--- src/sv/kt_pkg.sv ---
`timescale 1ns / 1ps
`default_nettype none

package kt_pkg;

    // request codes
    localparam logic [1:0] REQ_ARM   = 2'd0;
    localparam logic [1:0] REQ_TICK  = 2'd1;
    localparam logic [1:0] REQ_QUERY = 2'd2;

    // result kinds
    localparam logic KIND_FIRED = 1'b0;
    localparam logic KIND_QUERY = 1'b1;

    // most timers fired by one tick
    localparam int MAX_RESULTS = 16;
    localparam int RES_CNT_W   = $clog2(MAX_RESULTS + 1);

    typedef struct packed {
        logic [1:0]  req_type;
        logic [3:0]  timer_id;
        logic [23:0] timeout;
        logic        repeat_req;
    } req_t;

    typedef struct packed {
        logic       result_kind;
        logic [3:0] fired_id;
        logic       expired;
        logic       last;
    } rsp_t;

    // one timer slot as held in the table memory
    typedef struct packed {
        logic [31:0] deadline;
        logic [23:0] interval;
        logic        repeating;
    } entry_t;

    // result handed from the controller to the output register
    typedef struct packed {
        logic valid;
        rsp_t item;
    } rsp_push_t;

endpackage

`default_nettype wire

--- src/sv/keyed_timer_table_top.sv ---
`timescale 1ns / 1ps
`default_nettype none

// Channel   Signals                    Direction  Contents
// -------   -------------------------  ---------  -------------------------------
// request   req_valid, req_stall, req  into block one item: arm, tick or query
// result    rsp_valid, rsp_stall, rsp  out        one item: fired id or query answer
//
// Arm is a single table write; a query reads the table, then waits for the output.
// A tick firing k timers runs k + 1 selection rounds: every selection round is
// one pass over the table memory's single read port, one slot per cycle, plus
// a decide step.
// Reset clears time, armed bits and control; table entries stay unwritten.
// A full output register stalls the sequencer only where it has a result to send.

module keyed_timer_table_top #(
    parameter int NUM_TIMERS = 16
) (
    input  wire logic          clk,
    input  wire logic          rst_n,
    input  wire logic          req_valid,
    output logic               req_stall,
    input  wire kt_pkg::req_t  req,
    output logic               rsp_valid,
    input  wire logic          rsp_stall,
    output kt_pkg::rsp_t       rsp
);

    localparam int IDX_W = (NUM_TIMERS > 1) ? $clog2(NUM_TIMERS) : 1;

    kt_pkg::rsp_push_t  push;
    logic               out_free;
    logic               mem_wr_en;
    logic [IDX_W-1:0]   mem_wr_addr;
    kt_pkg::entry_t     mem_wr_data;
    logic               mem_rd_en;
    logic [IDX_W-1:0]   mem_rd_addr;
    kt_pkg::entry_t     mem_rd_data;

    // output register
    logic               rsp_valid_reg, rsp_valid_next;
    kt_pkg::rsp_t       rsp_reg, rsp_next;

    // deadline / interval / repeat per slot; armed bits live in the sequencer
    kt_mem #(
        .DEPTH (NUM_TIMERS),
        .AW    (IDX_W)
    ) u_mem (
        .clk     (clk),
        .wr_en   (mem_wr_en),
        .wr_addr (mem_wr_addr),
        .wr_data (mem_wr_data),
        .rd_en   (mem_rd_en),
        .rd_addr (mem_rd_addr),
        .rd_data (mem_rd_data)
    );

    kt_ctrl #(
        .NUM_TIMERS (NUM_TIMERS),
        .IDX_W      (IDX_W)
    ) u_ctrl (
        .clk         (clk),
        .rst_n       (rst_n),
        .req_valid   (req_valid),
        .req_stall   (req_stall),
        .req         (req),
        .out_free    (out_free),
        .push        (push),
        .mem_wr_en   (mem_wr_en),
        .mem_wr_addr (mem_wr_addr),
        .mem_wr_data (mem_wr_data),
        .mem_rd_en   (mem_rd_en),
        .mem_rd_addr (mem_rd_addr),
        .mem_rd_data (mem_rd_data)
    );

    // register can take a new item when empty or being drained this cycle
    assign out_free = !rsp_valid_reg || !rsp_stall;

    always_comb
    begin
        rsp_valid_next = rsp_valid_reg;
        rsp_next       = rsp_reg;
        if (push.valid)
        begin
            rsp_valid_next = 1'b1;
            rsp_next       = push.item;
        end
        else if (!rsp_stall)
        begin
            rsp_valid_next = 1'b0;
        end
    end

    always_ff @(posedge clk or negedge rst_n)
    begin
        if (!rst_n)
        begin
            rsp_valid_reg <= 1'b0;
            rsp_reg       <= '0;
        end
        else
        begin
            rsp_valid_reg <= rsp_valid_next;
            rsp_reg       <= rsp_next;
        end
    end

    assign rsp_valid = rsp_valid_reg;
    assign rsp       = rsp_reg;

endmodule

`default_nettype wire

--- src/sv/kt_mem.sv ---
`timescale 1ns / 1ps
`default_nettype none

// Timer table: one write port, one read port, registered read data.
// Read data holds while no read is issued.
module kt_mem #(
    parameter int DEPTH = 16,
    parameter int AW    = 4
) (
    input  wire logic              clk,
    input  wire logic              wr_en,
    input  wire logic [AW-1:0]     wr_addr,
    input  wire kt_pkg::entry_t    wr_data,
    input  wire logic              rd_en,
    input  wire logic [AW-1:0]     rd_addr,
    output kt_pkg::entry_t         rd_data
);

    kt_pkg::entry_t mem [DEPTH];
    kt_pkg::entry_t rd_data_reg;

    always_ff @(posedge clk)
    begin
        if (wr_en)
        begin
            mem[wr_addr] <= wr_data;
        end
        if (rd_en)
        begin
            rd_data_reg <= mem[rd_addr];
        end
    end

    assign rd_data = rd_data_reg;

endmodule

`default_nettype wire

--- src/sv/kt_ctrl.sv ---
`timescale 1ns / 1ps
`default_nettype none

// Sequencer: arm writes, query reads, tick runs scan rounds over the table.
module kt_ctrl #(
    parameter int NUM_TIMERS = 16,
    parameter int IDX_W      = 4
) (
    input  wire logic                        clk,
    input  wire logic                        rst_n,
    input  wire logic                        req_valid,
    output logic                             req_stall,
    input  wire kt_pkg::req_t                req,
    input  wire logic                        out_free,
    output kt_pkg::rsp_push_t                push,
    output logic                             mem_wr_en,
    output logic [IDX_W-1:0]                 mem_wr_addr,
    output kt_pkg::entry_t                   mem_wr_data,
    output logic                             mem_rd_en,
    output logic [IDX_W-1:0]                 mem_rd_addr,
    input  wire kt_pkg::entry_t              mem_rd_data
);

    localparam int CNT_W = $clog2(NUM_TIMERS + 1);
    localparam int CMP_W = (CNT_W > 4) ? CNT_W : 4;
    localparam int RC_W  = kt_pkg::RES_CNT_W;

    typedef enum logic [2:0] {
        ST_IDLE,
        ST_QRY,
        ST_SCAN,
        ST_DECIDE,
        ST_FLUSH
    } state_t;

    state_t                 state_reg, state_next;
    logic [31:0]            now_reg, now_next;
    logic [NUM_TIMERS-1:0]  armed_reg, armed_next;
    logic [NUM_TIMERS-1:0]  pending_reg, pending_next;
    logic                   first_reg, first_next;
    logic [CNT_W-1:0]       scan_reg, scan_next;
    logic                   best_vld_reg, best_vld_next;
    logic [IDX_W-1:0]       best_id_reg, best_id_next;
    logic [31:0]            best_age_reg, best_age_next;
    logic [23:0]            best_int_reg, best_int_next;
    logic                   best_rep_reg, best_rep_next;
    logic                   held_vld_reg, held_vld_next;
    logic [3:0]             held_id_reg, held_id_next;
    logic [RC_W-1:0]        count_reg, count_next;
    logic [3:0]             qid_reg, qid_next;
    logic [IDX_W-1:0]       qidx_reg, qidx_next;
    logic                   qin_reg, qin_next;

    logic [CMP_W-1:0]       id_ext;
    logic                   id_in_range;
    logic [IDX_W-1:0]       id_idx;
    logic [CNT_W-1:0]       prev_scan;
    logic [IDX_W-1:0]       slot;
    logic [31:0]            age;
    logic                   cand;
    logic [CMP_W-1:0]       best_ext;

    assign id_ext      = CMP_W'(req.timer_id);
    assign id_in_range = id_ext < CMP_W'(NUM_TIMERS);
    assign id_idx      = id_ext[IDX_W-1:0];
    assign prev_scan   = scan_reg - CNT_W'(1);
    assign slot        = prev_scan[IDX_W-1:0];
    assign age         = now_reg - mem_rd_data.deadline;
    assign best_ext    = CMP_W'(best_id_reg);
    assign req_stall   = (state_reg != ST_IDLE);

    // first round takes the due set; later rounds only see what is left of it
    assign cand = first_reg ? (armed_reg[slot] && !age[31]) : pending_reg[slot];

    always_comb
    begin
        state_next    = state_reg;
        now_next      = now_reg;
        armed_next    = armed_reg;
        pending_next  = pending_reg;
        first_next    = first_reg;
        scan_next     = scan_reg;
        best_vld_next = best_vld_reg;
        best_id_next  = best_id_reg;
        best_age_next = best_age_reg;
        best_int_next = best_int_reg;
        best_rep_next = best_rep_reg;
        held_vld_next = held_vld_reg;
        held_id_next  = held_id_reg;
        count_next    = count_reg;
        qid_next      = qid_reg;
        qidx_next     = qidx_reg;
        qin_next      = qin_reg;
        mem_wr_en     = 1'b0;
        mem_wr_addr   = best_id_reg;
        mem_wr_data   = '0;
        mem_rd_en     = 1'b0;
        mem_rd_addr   = id_idx;
        push          = '0;

        unique case (state_reg)
            ST_IDLE:
            begin
                if (req_valid)
                begin
                    unique case (req.req_type)
                        kt_pkg::REQ_ARM:
                        begin
                            if (id_in_range)
                            begin
                                mem_wr_en             = 1'b1;
                                mem_wr_addr           = id_idx;
                                mem_wr_data.deadline  = now_reg + 32'(req.timeout);
                                mem_wr_data.interval  = req.timeout;
                                mem_wr_data.repeating = req.repeat_req;
                                armed_next[id_idx]    = 1'b1;
                            end
                        end
                        kt_pkg::REQ_TICK:
                        begin
                            now_next      = now_reg + 32'd1;
                            first_next    = 1'b1;
                            scan_next     = '0;
                            best_vld_next = 1'b0;
                            held_vld_next = 1'b0;
                            count_next    = '0;
                            state_next    = ST_SCAN;
                        end
                        kt_pkg::REQ_QUERY:
                        begin
                            mem_rd_en  = id_in_range;
                            qid_next   = req.timer_id;
                            qidx_next  = id_idx;
                            qin_next   = id_in_range;
                            state_next = ST_QRY;
                        end
                        default:
                        begin
                        end
                    endcase
                end
            end

            ST_QRY:
            begin
                if (out_free)
                begin
                    push.valid            = 1'b1;
                    push.item.result_kind = kt_pkg::KIND_QUERY;
                    push.item.fired_id    = qid_reg;
                    push.item.expired     = !(qin_reg && armed_reg[qidx_reg] && age[31]);
                    push.item.last        = 1'b1;
                    state_next            = ST_IDLE;
                end
            end

            ST_SCAN:
            begin
                // issue read of slot scan_reg, evaluate slot scan_reg-1
                mem_rd_en   = (scan_reg < CNT_W'(NUM_TIMERS));
                mem_rd_addr = scan_reg[IDX_W-1:0];
                if (scan_reg != '0)
                begin
                    if (first_reg)
                    begin
                        pending_next[slot] = cand;
                    end
                    if (cand && (!best_vld_reg || age > best_age_reg))
                    begin
                        best_vld_next = 1'b1;
                        best_id_next  = slot;
                        best_age_next = age;
                        best_int_next = mem_rd_data.interval;
                        best_rep_next = mem_rd_data.repeating;
                    end
                end
                scan_next = scan_reg + CNT_W'(1);
                if (scan_reg == CNT_W'(NUM_TIMERS))
                begin
                    state_next = ST_DECIDE;
                end
            end

            ST_DECIDE:
            begin
                if (best_vld_reg && count_reg < RC_W'(kt_pkg::MAX_RESULTS))
                begin
                    // the held result is not the last one: send it now
                    if (!held_vld_reg || out_free)
                    begin
                        if (held_vld_reg)
                        begin
                            push.valid            = 1'b1;
                            push.item.result_kind = kt_pkg::KIND_FIRED;
                            push.item.fired_id    = held_id_reg;
                            push.item.expired     = 1'b0;
                            push.item.last        = 1'b0;
                        end
                        if (best_rep_reg)
                        begin
                            mem_wr_en             = 1'b1;
                            mem_wr_addr           = best_id_reg;
                            mem_wr_data.deadline  = now_reg + 32'(best_int_reg);
                            mem_wr_data.interval  = best_int_reg;
                            mem_wr_data.repeating = 1'b1;
                        end
                        else
                        begin
                            armed_next[best_id_reg] = 1'b0;
                        end
                        pending_next[best_id_reg] = 1'b0;
                        held_vld_next = 1'b1;
                        held_id_next  = best_ext[3:0];
                        count_next    = count_reg + RC_W'(1);
                        first_next    = 1'b0;
                        best_vld_next = 1'b0;
                        scan_next     = '0;
                        state_next    = ST_SCAN;
                    end
                end
                else
                begin
                    state_next = held_vld_reg ? ST_FLUSH : ST_IDLE;
                end
            end

            ST_FLUSH:
            begin
                if (out_free)
                begin
                    push.valid            = 1'b1;
                    push.item.result_kind = kt_pkg::KIND_FIRED;
                    push.item.fired_id    = held_id_reg;
                    push.item.expired     = 1'b0;
                    push.item.last        = 1'b1;
                    held_vld_next         = 1'b0;
                    state_next            = ST_IDLE;
                end
            end

            default:
            begin
                state_next = ST_IDLE;
            end
        endcase
    end

    always_ff @(posedge clk or negedge rst_n)
    begin
        if (!rst_n)
        begin
            state_reg    <= ST_IDLE;
            now_reg      <= '0;
            armed_reg    <= '0;
            pending_reg  <= '0;
            first_reg    <= 1'b0;
            scan_reg     <= '0;
            best_vld_reg <= 1'b0;
            best_id_reg  <= '0;
            best_age_reg <= '0;
            best_int_reg <= '0;
            best_rep_reg <= 1'b0;
            held_vld_reg <= 1'b0;
            held_id_reg  <= '0;
            count_reg    <= '0;
            qid_reg      <= '0;
            qidx_reg     <= '0;
            qin_reg      <= 1'b0;
        end
        else
        begin
            state_reg    <= state_next;
            now_reg      <= now_next;
            armed_reg    <= armed_next;
            pending_reg  <= pending_next;
            first_reg    <= first_next;
            scan_reg     <= scan_next;
            best_vld_reg <= best_vld_next;
            best_id_reg  <= best_id_next;
            best_age_reg <= best_age_next;
            best_int_reg <= best_int_next;
            best_rep_reg <= best_rep_next;
            held_vld_reg <= held_vld_next;
            held_id_reg  <= held_id_next;
            count_reg    <= count_next;
            qid_reg      <= qid_next;
            qidx_reg     <= qidx_next;
            qin_reg      <= qin_next;
        end
    end

endmodule

`default_nettype wire

--- config.mk ---
export PLATFORM = sky130hd
export DESIGN_NAME = keyed_timer_table_top
export DESIGN_NICKNAME = d
export VERILOG_FILES = /design/src/sv/kt_pkg.sv /design/src/sv/keyed_timer_table_top.sv /design/src/sv/kt_mem.sv /design/src/sv/kt_ctrl.sv
export SDC_FILE = /design/constraint.sdc
export NUM_CORES = 2
export LEC_CHECK = 0
export BUFFER_PORTS_ARGS = -buffer_cell sky130_fd_sc_hd__buf_2
export CAP_MARGIN = 10
export CORE_MARGIN = 1.5
export CORE_UTILIZATION = 60
export DETAILED_ROUTE_END_ITERATION = 7
export PLACE_DENSITY = 0.82
export SLEW_MARGIN = 25
export SYNTH_ARGS = -nofsm -noshare
export SYNTH_HDL_FRONTEND = slang
export SYNTH_SLANG_ARGS = --single-unit
--- constraint.sdc ---
create_clock -name clk -period 6.6 [get_ports clk]
set_clock_uncertainty 0.1 [all_clocks]
set_input_delay 1.98 -clock clk [delete_from_list [all_inputs] [get_ports clk]]
set_output_delay 1.98 -clock clk [all_outputs]
set_load 0.01 [all_outputs]
# Word level (Yosys, flattened, before mapping)
# Memory sizes are Yosys's and may differ from the RTL's. A register that Yosys moved wholly into a read port is not among the register bits.
# Index checks and enable logic that the tools add are counted.
# Widths: inputs -> output; s select.
[word_totals]
register_bits = 158
mem_bits_rw = 912
inputBits = 35
out_inout_bits = 9
memories = 1
[mem_list]
columns = ["memory", "depth", "width", "rd", "rd_ports_with_merged_regs", "write_ports", "line", "source"]
rows = [
  ["u_mem.mem", 16, 57, 1, 1, 1, "kt_mem.sv:19", "kt_pkg::entry_t mem [DEPTH];"],
]
[classes]
n_addsub = 7
n_lt_le_gt_ge = 11
n_eq_ne = 23
muxes = 88
bitwise = 4
reduce_logical = 37
[ops]
columns = ["op", "n"]
rows = [
  ["$mux 57", 6],
  ["$mux 16", 10],
  ["$pmux 57 s2", 1],
  ["$add 32x24->32", 2],
  ["$pmux 16 s2", 2],
  ["$mux 8", 5],
  ["$add 32x1->32 const B", 1],
  ["$and 16x16->16", 2],
  ["$gt 32x32->1", 1],
  ["$sub 32x32->32", 1],
  ["$mux 1", 30],
  ["$mux 5", 6],
  ["$lt 4x5->1 const B", 5],
  ["$pmux 8 s3", 1],
  ["$mux 4", 5],
  ["$ne 2x1->1 const B", 10],
  ["$reduce_and 5->1", 4],
  ["$mux 3", 6],
  ["$bwmux 16", 1],
  ["$not 16->16", 1],
  ["$or 16x16->16", 1],
  ["$pmux 5 s3", 1],
  ["$reduce_and 7->1", 2],
  ["$bmux 1 s4", 3],
  ["29 further kinds", 63],
]

# Longest topological paths before layout
[logic_depth]
ltp_word = 10
mapped_depth = 22

# By module
# A second synthesis with hierarchy kept.
[unflattened]
cells_unflattened = 2910
hier_area_um2 = 49014.5
[modules_own_cells]
columns = ["module", "instances", "cells_each", "area_each_um2", "seq_area_each_um2"]
rows = [
  ["kt_mem", 1, 1470, 35824.4, 29097.9],
  ["kt_ctrl", 1, 1422, 12861.1, 3753.6],
  ["keyed_timer_table_top", 1, 18, 329.1, 200.2],
]

# Worst setup path after synthesis
# Ideal clock, no wire load.
[synth_timing]
path_kind = "input port to flip-flop"
startpoint = "input rsp_stall"
endpoint = "memory u_mem.mem[5][0] in the netlist's numbering, enable pin"
arrival_ps = 6144
t_required_ps = 6028
setup_slack_ps = -116
path_stages = 10
path_buffers = 1
path_cell_list = "and2_1 > clkbuf_1 > a21oi_1 > nor2_1 > a2111oi_2 > inv_1 > nor2_1 > nand3b_1 > a21boi_0 > nor2_1"
[synth_via]
elab_chain_cells = 8
[synth_rtl]
columns = ["item", "line", "source"]
rows = [
  ["start, declared", "keyed_timer_table_top.sv:25", "input wire logic rsp_stall,"],
  ["$logic_not 1->1", "-", ""],
  ["$logic_or 1x1->1", "keyed_timer_table_top.sv:78", "assign out_free = !rsp_valid_reg || !rsp_stall;"],
  ["$logic_or 1x1->1", "kt_ctrl.sv:189", "if (!held_vld_reg || out_free)"],
  ["$mux 1", "kt_ctrl.sv:189", ""],
  ["$mux 1", "kt_ctrl.sv:186", "if (best_vld_reg && count_reg < RC_W'(kt_pkg::MAX_RESULTS))"],
  ["$pmux 1 s2", "kt_ctrl.sv:101", "unique case (state_reg)"],
  ["$mux 1", "kt_mem.sv:24", "if (wr_en)"],
  ["$mux 1 (implied by the code)", "kt_mem.sv:26", "mem[wr_addr] <= wr_data;"],
  ["end, declared", "kt_mem.sv:19", ""],
]
# No other way between the ends.

# Worst setup path in the final report
[layout_timing]
startpoint = "register u_ctrl.now_reg[0]"
endpoint = "register u_ctrl.best_int_reg[18]"
[layout_via]
word_cells_on_any_way = 8
cone_classes = "add/sub: 1; order compare: 1; mux: 1; reduce/logical: 5"
[layout_rtl]
columns = ["item", "line", "source"]
rows = [
  ["start, declared", "kt_ctrl.sv:37", "logic [31:0] now_reg, now_next;"],
  ["start signal, assigned", "kt_ctrl.sv:273", "now_reg <= now_next;"],
  ["$sub 32x32->32", "kt_ctrl.sv:68", "assign age = now_reg - mem_rd_data.deadline;"],
  ["net u_ctrl.age[30]", "kt_ctrl.sv:59", "logic [31:0] age;"],
  ["$gt 32x32->1", "kt_ctrl.sv:168", "if (cand && (!best_vld_reg || age > best_age_reg))"],
  ["$logic_or 1x1->1", "kt_ctrl.sv:168", ""],
  ["$logic_and 1x1->1", "kt_ctrl.sv:168", ""],
  ["$reduce_and 3->1 (no line)", "-", ""],
  ["end signal, assigned", "kt_ctrl.sv:281", "best_int_reg <= best_int_next;"],
  ["end, declared", "kt_ctrl.sv:45", "logic [23:0] best_int_reg, best_int_next;"],
]
# The timed path passes the listed nets, and every way through them passes these cells.
# A chain may end at the register's enable or synchronous reset.

==> reports/qor.yml <==
run_status:
  status: "completed"
synthesis:
  ys.flop_type: "edfxtp_1"
  synthesis.nets: 3173
  syn_area_um2: 49470
  postSynthCellCount: 3014
  async_reset_ff_share_pct: 14.02
  yosysMostFrequentCell: "edfxtp_1"
  synthTopCellsByCount: "edfxtp_1 (969), mux4_2 (243), nand2_1 (205)"
  synth_top_area_cell: "edfxtp_1"
  seq_area_frac_synth_pct: 66.81
  synth_area_leaders: "edfxtp_1 (59%), mux4_2 (11%), dfrtp_1 (8.0%), ha_1 (3.1%), mux2_4 (1.8%)"
  synth-seq-cells: 1127
  synth_warnings: 0
  ys_types: 81
  synth_area_per_cell_um2: 16.41
  synth-edff-count: 969
  yosys.area.top_type_share_pct: 58.81
timing:
  whs_ps: 379.0
  period_share_pct: 91.22
  finalMaxSlewViolations: 0
  hold_viol_final: 0
  relSlewSlack_pct: 26.40
  setup_viol: 0
  tns_ps: 0
  rsz0062_at_grt: "false"
  tightest_slew_ps: 1099
  fin_crit_ps: 6021
  fmax_mhz: 166.1
detailed_routing:
  m1WireLength_mm: 48.54
  num_vias: 29280
  top_layer: "met4"
  drc_errors: 0
  vias_per_cell: 6.867
  routed-wl-met3_mm: 12.40
  routed_wl_mm: 125.3
  final_antenna_net_count: 0
  drtIter0Drc: 3559
  routedWlPerCell_um: 29.38
  dr_wl_met2_mm: 60.37
  drt_pass1_iterations: 6
clock_network:
  post_cts_buffers: 0
  ctsHoldBuffers: 0
  clock_sinks: 1127
  htree_levels: 3
  cts_root_buf: "clkbuf_16"
  post_cts_resized: 0
  cts_buffer_depth: 3
  numCtsBuffers: 109
  path_clk_slew_ps: 60
  cts_tree: "done"
  clkLatencyLatePin_ps: 720
layout:
  final_cells: 4264
  design_area_um2: 55160
  fin_nets: 3260
  largest_reg_flops: 912
  n_fill_cell: 5118
  area_growth_pct: 11.50
  drive_above_1_share_pct: 19.86
power:
  p_comb_share_pct: 33.4
  clockPowerShare_pct: 26.2
  power.density_nw_per_um2: 445.5
  vdd_drop_max_mv: 0.3847
  p_int_w: 0.01634
  switching_share_pct: 33.52
  p_leak_nw: 19.67
  seqPwrFrac_pct: 40.4
  p_sw_w: 0.008237
  power_w: 0.02457
place:
  place.gp.congestion: 0.9074
  port_buffers: 43
  dpl.cell_count: 4060
  place_area_um2: 51390
  dp_hpwl_mm: 69.68
grt:
  grt_pass1_wl_mm: 186.8
  antenna_found_initial: 2
  grt_max_degree: 115
  grtUsageTotal_pct: 29.91
  first_global_vias: 29460
  grt_overflow: 0
floorplanning:
  rows: 105
  coreArea_um2: 81850
  die_area_um2: 84190
  fp.dieH_um: 290.2
  ios: 44
  initial_core_util_pct: 60.45
  die_w_um: 290.2
setup_path:
  r2r_slack_ps: 580
  cp_max_fo: 23
  crit_path_start: "u_ctrl.now_reg[0]"
  endpoint_kind: "flip-flop"
  cp.required_ps: 7080
  cp-start-kind: "flip-flop"
  crit_type: "flip-flop to flip-flop"
  arrival_ps: 6500
  r2r_start: "u_ctrl.now_reg[0]"
worst_hold_path:
  hp-start: "rsp[6]"
  holdCritPathClass: "flip-flop to flip-flop"
flow_run:
  max-cap-violations: 0
==> metrics by stage <==
stage          setup slack (ps)  util (%)
6_report                  579.2     67.40
5_1_grt                   304.3     67.40
4_1_cts                   632.5     67.33
3_5_place_dp              683.2     62.79
3_3_place_gp              864.5     62.78
2_1_floorplan            -116.4         -
==> cells by family (layout without fill, tap and decap cells) <==
| logic type | Yosys count | count (layout) | share of synthesized area [%] |
|---|---|---|---|
| AOI/OAI and AO/OA | 552 | 552 | 7.486 |
| xor gates and xnor gates | 108 | 108 | 1.912 |
| adders and majority gates | 124 | 124 | 3.182 |
| buffers and inverters | 239 | 418 | 2.122 |
| DFF | 1127 | 1127 | 66.81 |
| muxes | 318 | 318 | 13.19 |
| other | 0 | 1 | 0 |
| and+or+nand+nor | 546 | 546 | 5.298 |
==> placed cells by master, fill, tap and decap left out, types with 60 or more instances in the layout <==
cell type,Yosys,final
nand2_1,205,205
a211oi_1,66,66
a31oi_1,68,68
edfxtp_1,969,969
dfrtp_1,158,158
ha_1,121,121
inv_1,102,102
mux4_2,243,243
nor2_1,116,99
o21ai_0,88,88
a21oi_1,103,103
xnor2_1,60,60
clkbuf_16,0,109
==> layout make-up <==
cell class | instances | area [um^2] | share of cell area, %
Sequential cell | 1127 | 33050 | 59.92
Multi-Input combinational cell | 1648 | 15630 | 28.33
Clock buffer | 139 | 2860 | 5.185
Tap cell | 1070 | 1339 | 2.427
Timing Repair Buffer | 113 | 1047 | 1.898
Clock inverter | 64 | 852.1 | 1.545
Inverter | 102 | 382.9 | 0.6940
Antenna cell | 1 | 2.502 | 0.004536
==> power groups by stage <==
| stage | clock network [W] | logic (W) | registers, W |
|---|---|---|---|
| 2_1_floorplan | 0 | 0.00572 | 0.00982 |
| 6_report | 0.00643 | 0.00822 | 0.00993 |
| 4_1_cts | 0.00649 | 0.00814 | 0.00991 |
| 5_1_grt | 0.00675 | 0.00879 | 0.00999 |
| 3_5_place_dp | 0 | 0.00803 | 0.0100 |
| 3_3_place_gp | 0 | 0.00772 | 0.00996 |
==> final timing paths <==
check                                     endpoint  cells after the start
max in group asynchronous       u_ctrl.scan_reg[2]                      2
max reg2reg                u_ctrl.best_int_reg[18]                     21
min in group asynchronous  u_ctrl.best_age_reg[12]                      1
min reg2reg                                 rsp[6]                      1
max                        u_ctrl.best_int_reg[18]                     21
min                                         rsp[6]                      1
==> layer usage <==
| metal | vias up | track usage (%) |
|---|---|---|
| li1 | 12090 | - |
| met1 | 15010 | 42.53 |
| met2 | 1891 | 48.04 |
| met3 | 292 | 4.802 |
| met4 | 0 | 9.615 |
| met5 | - | 0 |
==> worst max-delay path, stage by stage, from the launching register on <==
cell and delay [ps]:
dfrtp_1 450, inv_1 140, ha_1 190, inv_1 60
fa_1 420, a211oi_1 310, o21ai_0 270, nand3_1 170
a21boi_0 120, o22a_1 280, a31o_2 290, a41oi_1 230
xnor2_1 120, ha_1 310, nand4_1 110, nor2_1 170
nand4_1 130, or3_1 410, o221ai_1 290, nand4_4 530
buf_12 410, mux2_4 330
Note: power is estimated with default switching activity, not from simulation.
